**src/hdl/clbs_pkg.sv**
```systemverilog
package clbs_pkg;

	localparam int CmdDataW = 24;
	localparam int StrobeDataW = 16;
	localparam int ApbAddrW = 5;
	localparam int ApbDataW = 32;
	localparam logic [5:0] InitLeadMs = 6'd50;

	localparam logic [2:0] ACT_WRITE = 3'd0;
	localparam logic [2:0] ACT_INIT = 3'd1;
	localparam logic [2:0] ACT_GOTO = 3'd2;
	localparam logic [2:0] ACT_CLEAR = 3'd3;
	localparam logic [2:0] ACT_GLYPH_BEGIN = 3'd4;
	localparam logic [2:0] ACT_GLYPH_END = 3'd5;

	localparam logic [2:0] REG_FOUR_BIT = 3'd0;
	localparam logic [2:0] REG_LINE_ONE = 3'd1;
	localparam logic [2:0] REG_LINE_TWO = 3'd2;
	localparam logic [2:0] REG_LINE_THREE = 3'd3;
	localparam logic [2:0] REG_LINE_FOUR = 3'd4;

	localparam logic [7:0] INS_FUNC_8BIT = 8'h38;
	localparam logic [7:0] INS_FUNC_4BIT = 8'h28;
	localparam logic [7:0] INS_DISPLAY_ON = 8'h0c;
	localparam logic [7:0] INS_CLEAR = 8'h01;
	localparam logic [7:0] INS_ENTRY_MODE = 8'h06;
	localparam logic [7:0] INS_HOME = 8'h02;
	localparam logic [7:0] INS_DDRAM = 8'h80;

	typedef struct packed {
		logic       four_bit_bus;
		logic [6:0] line_one_base;
		logic [6:0] line_two_base;
		logic [6:0] line_three_base;
		logic [6:0] line_four_base;
	} cfg_t;

	typedef struct packed {
		logic [2:0] action;
		logic [7:0] data_byte;
		logic [1:0] line_select;
		logic [5:0] cell_index;
		logic [2:0] glyph_slot;
	} cmd_t;

	typedef struct packed {
		logic       reg_select;
		logic [7:0] bus_value;
		logic [5:0] lead_ms;
		logic [1:0] settle_ms;
		logic       last_strobe;
	} strobe_t;

	// Number of strobes a command expands into.
	function automatic logic [3:0] strobe_count(logic [2:0] action, logic four_bit);
		logic [3:0] n;
		case (action)
			ACT_INIT: n = four_bit ? 4'd10 : 4'd4;
			ACT_WRITE, ACT_GOTO, ACT_CLEAR, ACT_GLYPH_BEGIN, ACT_GLYPH_END:
				n = four_bit ? 4'd2 : 4'd1;
			default: n = 4'd0;
		endcase
		return n;
	endfunction

	// Strobe number idx of a command; last_strobe is filled in by the caller.
	function automatic strobe_t make_strobe(cmd_t cmd, logic four_bit, logic [3:0] idx,
			logic [7:0] goto_byte);
		logic [2:0] bidx;
		logic [7:0] byte_v;
		logic [1:0] settle_v;
		strobe_t s;
		bidx = four_bit ? idx[3:1] : idx[2:0];
		byte_v = 8'h00;
		settle_v = 2'd0;
		s.reg_select = 1'b0;
		case (cmd.action)
			ACT_WRITE: begin
				byte_v = cmd.data_byte;
				s.reg_select = 1'b1;
			end
			ACT_INIT: begin
				if (four_bit) begin
					case (bidx)
						3'd0: byte_v = INS_HOME;
						3'd1: begin byte_v = INS_FUNC_4BIT; settle_v = 2'd1; end
						3'd2: begin byte_v = INS_DISPLAY_ON; settle_v = 2'd1; end
						3'd3: begin byte_v = INS_CLEAR; settle_v = 2'd2; end
						default: byte_v = INS_ENTRY_MODE;
					endcase
				end else begin
					case (bidx)
						3'd0: begin byte_v = INS_FUNC_8BIT; settle_v = 2'd1; end
						3'd1: begin byte_v = INS_DISPLAY_ON; settle_v = 2'd1; end
						3'd2: begin byte_v = INS_CLEAR; settle_v = 2'd2; end
						default: byte_v = INS_ENTRY_MODE;
					endcase
				end
			end
			ACT_GOTO: byte_v = goto_byte;
			ACT_CLEAR: begin
				byte_v = INS_CLEAR;
				settle_v = 2'd1;
			end
			ACT_GLYPH_BEGIN: byte_v = {2'b01, cmd.glyph_slot, 3'b000};
			ACT_GLYPH_END: byte_v = INS_DDRAM;
			default: byte_v = 8'h00;
		endcase
		s.lead_ms = (cmd.action == ACT_INIT && idx == 4'd0) ? InitLeadMs : 6'd0;
		if (four_bit) begin
			// High nibble first; the settle time belongs to the low nibble.
			s.bus_value = idx[0] ? {4'h0, byte_v[3:0]} : {4'h0, byte_v[7:4]};
			s.settle_ms = idx[0] ? settle_v : 2'd0;
		end else begin
			s.bus_value = byte_v;
			s.settle_ms = settle_v;
		end
		s.last_strobe = 1'b0;
		return s;
	endfunction

endpackage

```
**src/hdl/clbs_cfg.sv**
```systemverilog
module clbs_cfg
	import clbs_pkg::*;
(
	input  logic                clk,
	input  logic                arst_n,
	input  logic                psel,
	input  logic                penable,
	input  logic                pwrite,
	input  logic [ApbAddrW-1:0] paddr,
	input  logic [ApbDataW-1:0] pwdata,
	output logic [ApbDataW-1:0] prdata,
	output logic                pready,
	output cfg_t                cfg
);

	cfg_t cfg_q;
	logic wr_en;
	logic [2:0] reg_idx;

	assign pready = 1'b1;
	assign reg_idx = paddr[ApbAddrW-1:2];
	assign wr_en = psel && penable && pwrite && pready;

	always_ff @(posedge clk or negedge arst_n) begin
		if (!arst_n) begin
			cfg_q.four_bit_bus <= 1'b0;
			cfg_q.line_one_base <= 7'd0;
			cfg_q.line_two_base <= 7'd64;
			cfg_q.line_three_base <= 7'd20;
			cfg_q.line_four_base <= 7'd84;
		end else if (wr_en) begin
			case (reg_idx)
				REG_FOUR_BIT: cfg_q.four_bit_bus <= pwdata[0];
				REG_LINE_ONE: cfg_q.line_one_base <= pwdata[6:0];
				REG_LINE_TWO: cfg_q.line_two_base <= pwdata[6:0];
				REG_LINE_THREE: cfg_q.line_three_base <= pwdata[6:0];
				REG_LINE_FOUR: cfg_q.line_four_base <= pwdata[6:0];
				default: ;
			endcase
		end
	end

	always_comb begin
		prdata = '0;
		case (reg_idx)
			REG_FOUR_BIT: prdata = {{(ApbDataW-1){1'b0}}, cfg_q.four_bit_bus};
			REG_LINE_ONE: prdata = {{(ApbDataW-7){1'b0}}, cfg_q.line_one_base};
			REG_LINE_TWO: prdata = {{(ApbDataW-7){1'b0}}, cfg_q.line_two_base};
			REG_LINE_THREE: prdata = {{(ApbDataW-7){1'b0}}, cfg_q.line_three_base};
			REG_LINE_FOUR: prdata = {{(ApbDataW-7){1'b0}}, cfg_q.line_four_base};
			default: prdata = '0;
		endcase
	end

	assign cfg = cfg_q;

endmodule

```
**src/hdl/clbs_expand.sv**
```systemverilog
module clbs_expand
	import clbs_pkg::*;
(
	input  logic    clk,
	input  logic    arst_n,
	input  cfg_t    cfg,
	input  logic    cmd_valid,
	output logic    cmd_ready,
	input  cmd_t    cmd,
	output logic    st_valid,
	input  logic    st_ready,
	output strobe_t st
);

	cmd_t cmd_s1;
	logic valid_s1;
	logic [3:0] idx_q;
	logic [3:0] count;
	logic [6:0] base;
	logic [7:0] goto_byte;
	logic is_last;
	logic emit;
	logic done;
	strobe_t st_raw;

	always_comb begin
		case (cmd_s1.line_select)
			2'd0: base = cfg.line_one_base;
			2'd1: base = cfg.line_two_base;
			2'd2: base = cfg.line_three_base;
			default: base = cfg.line_four_base;
		endcase
	end

	// Set-address instruction; the sum wraps at eight bits.
	assign goto_byte = {1'b1, base} + {2'b00, cmd_s1.cell_index};

	assign count = strobe_count(cmd_s1.action, cfg.four_bit_bus);
	assign is_last = (idx_q == count - 4'd1);
	assign emit = valid_s1 && (count != 4'd0) && st_ready;
	// Unknown actions retire at once without a strobe.
	assign done = valid_s1 && ((count == 4'd0) || (emit && is_last));
	assign cmd_ready = !valid_s1 || done;

	always_comb begin
		st_raw = make_strobe(cmd_s1, cfg.four_bit_bus, idx_q, goto_byte);
		st_raw.last_strobe = is_last;
	end

	assign st = st_raw;
	assign st_valid = valid_s1 && (count != 4'd0);

	always_ff @(posedge clk or negedge arst_n) begin
		if (!arst_n) begin
			valid_s1 <= 1'b0;
			idx_q <= 4'd0;
		end else if (cmd_valid && cmd_ready) begin
			valid_s1 <= 1'b1;
			idx_q <= 4'd0;
		end else if (done) begin
			valid_s1 <= 1'b0;
		end else if (emit) begin
			idx_q <= idx_q + 4'd1;
		end
	end

	always_ff @(posedge clk) begin
		if (cmd_valid && cmd_ready) begin
			cmd_s1 <= cmd;
		end
	end

endmodule

```
**src/hdl/clbs_out_reg.sv**
```systemverilog
module clbs_out_reg
	import clbs_pkg::*;
(
	input  logic    clk,
	input  logic    arst_n,
	input  logic    in_valid,
	output logic    in_ready,
	input  strobe_t in_st,
	output logic    out_valid,
	input  logic    out_ready,
	output strobe_t out_st
);

	logic valid_q;
	strobe_t st_q;

	assign in_ready = !valid_q || out_ready;
	assign out_valid = valid_q;
	assign out_st = st_q;

	always_ff @(posedge clk or negedge arst_n) begin
		if (!arst_n) begin
			valid_q <= 1'b0;
		end else if (in_ready) begin
			valid_q <= in_valid;
		end
	end

	always_ff @(posedge clk) begin
		if (in_ready && in_valid) begin
			st_q <= in_st;
		end
	end

endmodule

```
**src/hdl/char_lcd_bus_sequencer.sv**
```systemverilog
// Channel   Direction  Handshake                 Payload
// s_axis    in         s_tvalid / s_tready       tuser action, tdata command operands
// m_axis    out        m_tvalid / m_tready       tuser reg_select, tdata strobe, tlast
// apb       in         psel, penable, pready     five config registers at 4*i
//
// A command is held in the command register, then gives one strobe per cycle into the
// output register while it can take one: 1 to 10 strobes per command, set by strobe_count.
// Unknown actions are dropped in the cycle after acceptance without any strobe.
// A new command is taken in the cycle its last strobe moves to the output register.
// m_tready low while the output register holds a strobe holds it and the strobe counter in place.
// arst_n clears the valid flags and loads the register reset values.
module char_lcd_bus_sequencer
	import clbs_pkg::*;
(
	input  logic                   clk,
	input  logic                   arst_n,
	input  logic                   s_tvalid,
	output logic                   s_tready,
	// data_byte[7:0], line_select[9:8], cell_index[15:10], glyph_slot[18:16], zero fill
	input  logic [CmdDataW-1:0]    s_tdata,
	// action[2:0]
	input  logic [2:0]             s_tuser,
	output logic                   m_tvalid,
	input  logic                   m_tready,
	// bus_value[7:0], lead_ms[13:8], settle_ms[15:14]
	output logic [StrobeDataW-1:0] m_tdata,
	// reg_select[0]
	output logic                   m_tuser,
	output logic                   m_tlast,
	input  logic                   psel,
	input  logic                   penable,
	input  logic                   pwrite,
	input  logic [ApbAddrW-1:0]    paddr,
	input  logic [ApbDataW-1:0]    pwdata,
	output logic [ApbDataW-1:0]    prdata,
	output logic                   pready
);

	cfg_t cfg;
	cmd_t cmd;
	strobe_t st;
	strobe_t out_st;
	logic st_valid;
	logic st_ready;

	assign cmd.action = s_tuser;
	assign cmd.data_byte = s_tdata[7:0];
	assign cmd.line_select = s_tdata[9:8];
	assign cmd.cell_index = s_tdata[15:10];
	assign cmd.glyph_slot = s_tdata[18:16];

	clbs_cfg u_cfg (
		.clk     (clk),
		.arst_n  (arst_n),
		.psel    (psel),
		.penable (penable),
		.pwrite  (pwrite),
		.paddr   (paddr),
		.pwdata  (pwdata),
		.prdata  (prdata),
		.pready  (pready),
		.cfg     (cfg)
	);

	clbs_expand u_expand (
		.clk       (clk),
		.arst_n    (arst_n),
		.cfg       (cfg),
		.cmd_valid (s_tvalid),
		.cmd_ready (s_tready),
		.cmd       (cmd),
		.st_valid  (st_valid),
		.st_ready  (st_ready),
		.st        (st)
	);

	clbs_out_reg u_out (
		.clk       (clk),
		.arst_n    (arst_n),
		.in_valid  (st_valid),
		.in_ready  (st_ready),
		.in_st     (st),
		.out_valid (m_tvalid),
		.out_ready (m_tready),
		.out_st    (out_st)
	);

	assign m_tdata = {out_st.settle_ms, out_st.lead_ms, out_st.bus_value};
	assign m_tuser = out_st.reg_select;
	assign m_tlast = out_st.last_strobe;

endmodule

```
**config.mk**
```make
export PLATFORM = sky130hd
export DESIGN_NAME = char_lcd_bus_sequencer
export DESIGN_NICKNAME = d
export VERILOG_FILES = /design/src/hdl/clbs_pkg.sv /design/src/hdl/clbs_cfg.sv /design/src/hdl/clbs_expand.sv /design/src/hdl/clbs_out_reg.sv /design/src/hdl/char_lcd_bus_sequencer.sv
export SDC_FILE = /design/constraint.sdc
export NUM_CORES = 1
export LEC_CHECK = 0
export ABC_AREA = 1
export BUFFER_PORTS_ARGS = -buffer_cell sky130_fd_sc_hd__buf_2
export CORE_MARGIN = 3
export CORE_UTILIZATION = 35
export DETAILED_ROUTE_END_ITERATION = 16
export GPL_ROUTABILITY_DRIVEN = 0
export PLACE_DENSITY_LB_ADDON = 0.2
export RECOVER_POWER = 25
export SYNTH_ARGS = -nofsm -noshare
export SYNTH_HDL_FRONTEND = slang
export SYNTH_SLANG_ARGS = --single-unit
```
**constraint.sdc**
```tcl
create_clock -name clk -period 4 [get_ports clk]
set_input_delay 0.4 -clock clk [delete_from_list [all_inputs] [get_ports clk]]
set_output_delay 0.4 -clock clk [all_outputs]
set_load 0.1 [all_outputs]
```
; ---- Yosys cells after proc, flatten, opt, wreduce, memory -nomap -nowiden
; Index checks and enable logic that the tools add are counted.
[totals]
register_bits = 75
inputBits = 71
out_inout_bits = 53
word_cells = 93
[op_classes]
n_addsub = 3
n_eq_ne = 16
muxes = 25
n_reduce_logical = 31
[ops]
columns = cell, count
row1 = 8-bit one-hot mux with 6 select lines, 1
row2 = 7-bit one-hot mux with 5 select lines, 1
row3 = 6-bit one-hot mux with 4 select lines, 1
row4 = 7-bit one-hot mux with 3 select lines, 1
row5 = 4-bit two-way mux, 5
row6 = "3-bit by 2-bit equality test with 1-bit output, second input constant", 6
row7 = 6-bit one-hot mux with 3 select lines, 1
row8 = 8-bit two-way mux, 2
row9 = 2-bit one-hot mux with 2 select lines, 3
row10 = 2-bit AND reduction, 6
row11 = "3-bit by 1-bit equality test with 1-bit output, second input constant", 3
row12 = "3-bit equality test, second input constant", 3
row13 = 3-bit logical NOT, 3
row14 = 8-bit by 6-bit adder with 8-bit output, 1
row15 = 1-bit logical AND, 8
row16 = 4-bit logical NOT, 2
row17 = 2-bit two-way mux, 4
row18 = 4-bit one-hot mux with 2 select lines, 1
row19 = 6-bit two-way mux, 1
row20 = 5-bit OR reduction, 1
row21 = "4-bit by 1-bit adder with 4-bit output, second input constant", 1
row22 = 4-bit equality test, 1
row23 = 2-bit nonzero test, 2
row24 = 4-bit nonzero test, 1
row25 = other kinds (10), 16

; ---- Depth between registers and ports, before layout
[depth]
depth_word = 13
mapped_depth = 18
depth_no_buf = 18

; ---- By module
; A second synthesis with hierarchy kept.
[unflattened]
hier_cells = 509
area_unflattened_um2 = 4426.7
[modules_own_cells]
columns = module, n_inst, cells_per_inst, area_per_inst_um2, seq_area_each_um2
row1 = clbs_expand, 1, 276, 2062.0, 785.8
row2 = clbs_cfg, 1, 209, 1779.2, 733.2
row3 = clbs_out_reg, 1, 24, 585.6, 565.5

; ---- Least setup slack after synthesis
; Ideal clock, no wire load.
[synth_timing]
path_type = register to register
start = reg u_expand.cmd_s1[21] (netlist bit)
end = reg u_expand.cmd_s1[0] (netlist bit), enable pin
setup_time_ns = 0.378
t_arrival_ns = 2.681
required_time_ns = 3.622
path_slack_ns = 0.942
path_stages_with_launch = 13
cell_sequence = edfxtp_1 > ha_1 > inv_1 > nand3_1 > nand2_1 > ha_1 > inv_1 > o21ai_4 > nor2_4 > nand3_2 > nand2_4 > nand2_4 > inv_1
[synth_between]
elab_chain_cells = 11
word_cells_on_any_way = 19
classes_between = add/sub (1) / eq/ne (6) / mux (1) / reduce/logical (11)
[synth_rtl]
columns = element, line_no
row1 = from (decl), clbs_expand.sv:15  ; cmd_t cmd_s1;
row2 = from (signal assigned), clbs_expand.sv:69  ; cmd_s1 <= cmd;
row3 = "3-bit by 2-bit equality test with 1-bit output, or another cell as far along", clbs_pkg.sv:57  ; case (action)
row4 = 5-bit OR reduction, clbs_pkg.sv:57
row5 = 4-bit one-hot mux with 2 select lines *, clbs_pkg.sv:57
row6 = 4-bit nonzero test *, clbs_expand.sv:40  ; assign emit = valid_s1 && (count != 4'd0) && st_ready;
row7 = 1-bit logical AND * (2 in a row), clbs_expand.sv:40
row8 = net u_expand.emit, clbs_expand.sv:22  ; logic emit;
row9 = 1-bit logical AND *, clbs_expand.sv:42  ; assign done = valid_s1 && ((count == 4'd0) || (emit && is_last));
row10 = 1-bit logical OR *, clbs_expand.sv:42
row11 = 1-bit logical AND *, clbs_expand.sv:42
row12 = 1-bit logical OR *, clbs_expand.sv:43  ; assign cmd_ready = !valid_s1 || done;
row13 = net s_tready, char_lcd_bus_sequencer.sv:18  ; output logic s_tready,
row14 = 1-bit logical AND *, clbs_expand.sv:68  ; if (cmd_valid && cmd_ready) begin
; Mark *: on every way through the listed nets, which the timed path passes. The rest lies on a longest branch.
; A chain may end at the register's enable or synchronous reset.

; ---- Worst setup path in the final report
[layout_timing]
start = reg u_cfg.cfg_q, in the netlist u_cfg.cfg[28]
end = out s_tready
[layout_between]
elab_chain_cells = 9
word_cells_on_any_way = 13
classes_between = add/sub (1) / eq/ne (1) / mux (3) / reduce/logical (8)
[layout_rtl]
columns = element, line_no
row1 = from (decl), clbs_cfg.sv:16  ; cfg_t cfg_q;
row2 = 2-bit two-way mux or 4-bit two-way mux (tied branches), "clbs_pkg.sv:60, clbs_pkg.sv:58"
row3 = 4-bit one-hot mux with 2 select lines *, clbs_pkg.sv:57
row4 = 4-bit nonzero test *, clbs_expand.sv:40
row5 = 1-bit logical AND * (2 in a row), clbs_expand.sv:40
row6 = net u_expand.emit, clbs_expand.sv:22
row7 = 1-bit logical AND *, clbs_expand.sv:42
row8 = 1-bit logical OR *, clbs_expand.sv:42
row9 = 1-bit logical AND *, clbs_expand.sv:42
row10 = 1-bit logical OR *, clbs_expand.sv:43
row11 = to (decl), char_lcd_bus_sequencer.sv:18
; Marked as above.

==> reports/metrics.yaml <==
detailed_routing:
  finalWirelength_um: 9280
  viasPerCell: 4.77
  post_drt_wl_per_cell_um: 13.9
  num_vias: 3179
  drt_first_iter_violations: 209
  remaining_drc_errors: 0
  dr.pass1.iters: 4
  ant_nets: 0
die:
  initial_utilization_pct: 36.3
  core_area_um2: 11000
  rows: 38
  io_pins: 124
  die_h_um: 113
  dieArea_um2: 12800
  die_x_um: 113
grt:
  first_global_vias: 3079
  grt_usage_pct: 14.9
  grt-busiest-layer: "met2"
  grt.met1_usage_pct: 19.2
  antenna_found_initial: 0
  grt_pass1_wl_um: 15000
  grt_util_met3_pct: 3.96
  grt_use_met2_pct: 24.6
  grt_max_degree: 36
  grt.overflow.total: 0
worst_hold_path:
  hp-class: "input pin to flop"
placement:
  dp_hpwl_um: 6850
  place_area_um2: 4320
  io_buffers: 62
sta:
  setup_viol: 0
  grt_setup_unrepaired: "no"
  post-route-period-util_pct: 86.3
  fin_skew_ps: 3.58
  tns_ps: 0
  maxSlewHeadroom_pct: -35.4
  clock.fmax_ghz: 0.290
  post-route-min-period_ps: 3450
  tightest_slew_ps: 2030
  final-hold-violation-count: 0
  drv_slew: 36
setup_path:
  end_kind: "primary output"
  critPathArrivalTime_ps: 3050
  crit_path_start_kind: "flop"
  setup.worst_path.class: "flop to primary output"
  path_max_fanout: 18
  cp.required_ps: 3600
logic_synthesis:
  syn_area_um2: 4000
  synth.area.top_cells: "edfxtp_1, dfrtp_1, nand2_1"
  yosys_warnings: 0
  ys.flop_type: "edfxtp_1"
  yosysSeqAreaShare_pct: 48.3
  ys_types: 43
  syn_inst: 459
  synth-edff-count: 35
  synth.largest_area_cell: "edfxtp_1"
  synth_top_area_share_pct: 26.3
  async_flop_share_pct: 50.0
  synth.ff_latch_count: 70
  syn_avg_cell_area_um2: 8.72
clock_network:
  path_clk_slew_ps: 60
  cts_setup_buffers: 0
  postCtsHoldBufs: 0
  cts_tree: "yes"
  clock_sinks: 70
  clkLatencyLatePin_ps: 330
  clockRootBuffer: "clkbuf_16"
  ctsResizeCount: 0
  clk_path_buf_depth: 2
  numCtsBuffers: 9
  htreeDepth: 3
final_layout:
  drive_above_1_share_pct: 20.2
  mostFrequentLayoutCells: "nand2_1, buf_2, inv_1"
  diodes: 0
  nNetsFinal: 604
  syn2layout_area_growth_pct: 15.0
  post-route-cell-area_um2: 4600
  final_common_cell: "nand2_1"
power_and_ir_drop:
  max-vdd-ir-drop_mv: 0.459
  p_per_area_nw_per_um2: 646
  p_leak_nw: 2.19
run_status:
  violations: "capacitance limit, slew limit"
  outcome: "complete, but fails checks"
flow_run:
  drv_cap: 1
[cells by family after synthesis]
logic type | count (synthesis) | synth area share, %
simple gates | 192 | 22.1
flops | 70 | 48.3
compound gates | 81 | 11.8
buf+inv | 96 | 12.3
xor+xnor | 6 | 1.31
other cells | 2 | 0.188
fa+ha+maj | 12 | 3.94
[registers in the layout, summed over array words and instances (netlist names)]
name / flops
u_expand.cmd_s1: 22
u_out.out_st: 13
u_expand.idx_q: 4
u_expand.valid_s1: 1
u_cfg.cfg: 29
u_out.out_valid: 1
[per-layer routing]
layer	wire length [um]	share of wire, %	up-vias
met5	0	0	-
met4	132	1.4	0
li1	-	-	1582
met2	4540	49	96
met3	494	5.3	12
met1	4120	44	1489
[worst max-delay path: stages, from the launching register on]
cell,delay [ps]
dfrtp_1,690
inv_1,270
nor2_1,140
nand2_1,70
ha_1,230
inv_1,120
o21ai_4,80
nor2_4,400
nand3_2,180
nand2_4,110
buf_2,420
[through the flow]
| step | utilization, % | setup WS (ps) | instances | hold slack [ps] | power (mW) |
|---|---|---|---|---|---|
| after detailed placement | 39.2 | 870 | 650 | 476 | 2.22 |
| final | 41.7 | 549 | 666 | 239 | 2.97 |
| after global routing | 41.7 | 300 | 666 | 229 | 3.14 |
| after CTS | 41.8 | 490 | 666 | 188 | 3.00 |
| after global placement | 39.2 | 916 | 650 | 473 | 2.21 |
| after floorplan | - | 942 | 486 | 104 | 2.03 |
[layout make-up]
type | instances | area [um2]
timing repair buffer | 63 | 314
tap | 140 | 175
multi-input combinational | 320 | 1680
clock buffer | 13 | 272
sequential | 70 | 1930
inverter | 57 | 216
clock inverter | 3 | 16.3
fill | 1126 | 6430
[power by group]
group          total (mW)  internal, mW  switching (mW)
clock               0.769         0.473           0.296
sequential           1.04         0.937           0.102
combinational        1.17         0.240           0.926
total                2.97          1.65            1.32
[final timing paths]
kind                                            from                             to  slack, ps  cells past startpoint
max                        u_cfg.cfg[28]$_DFFE_PN0P_                       s_tready        550                     10
min                                      s_tdata[17]   u_expand.cmd_s1[1]$_DFFE_PP_        240                      1
max reg2reg                u_cfg.cfg[28]$_DFFE_PN0P_   u_expand.cmd_s1[9]$_DFFE_PP_        950                     12
min reg2reg                 u_cfg.cfg[2]$_DFFE_PN1P_       u_cfg.cfg[2]$_DFFE_PN1P_        500                      2
max in group asynchronous                     arst_n      u_cfg.cfg[16]$_DFFE_PN0P_       2190                      1
min in group asynchronous                     arst_n  u_expand.valid_s1$_DFFE_PN0P_        640                      1
[cell usage after synthesis, drive strengths merged (2+ instances only)]
library cell / n
nand3b: 2
o21ai: 56
nand3: 22
dfrtp: 29
nand4: 6
o2111ai: 5
inv: 57
nand2: 124
ha: 11
nor2: 30
conb: 2
clkbuf: 3
a21oi: 6
dfstp: 6
a221oi: 3
edfxtp: 35
o211ai: 4
nor3: 5
buf: 36
xor2: 5
a31oi: 3
(Power assumes the default switching activity.)
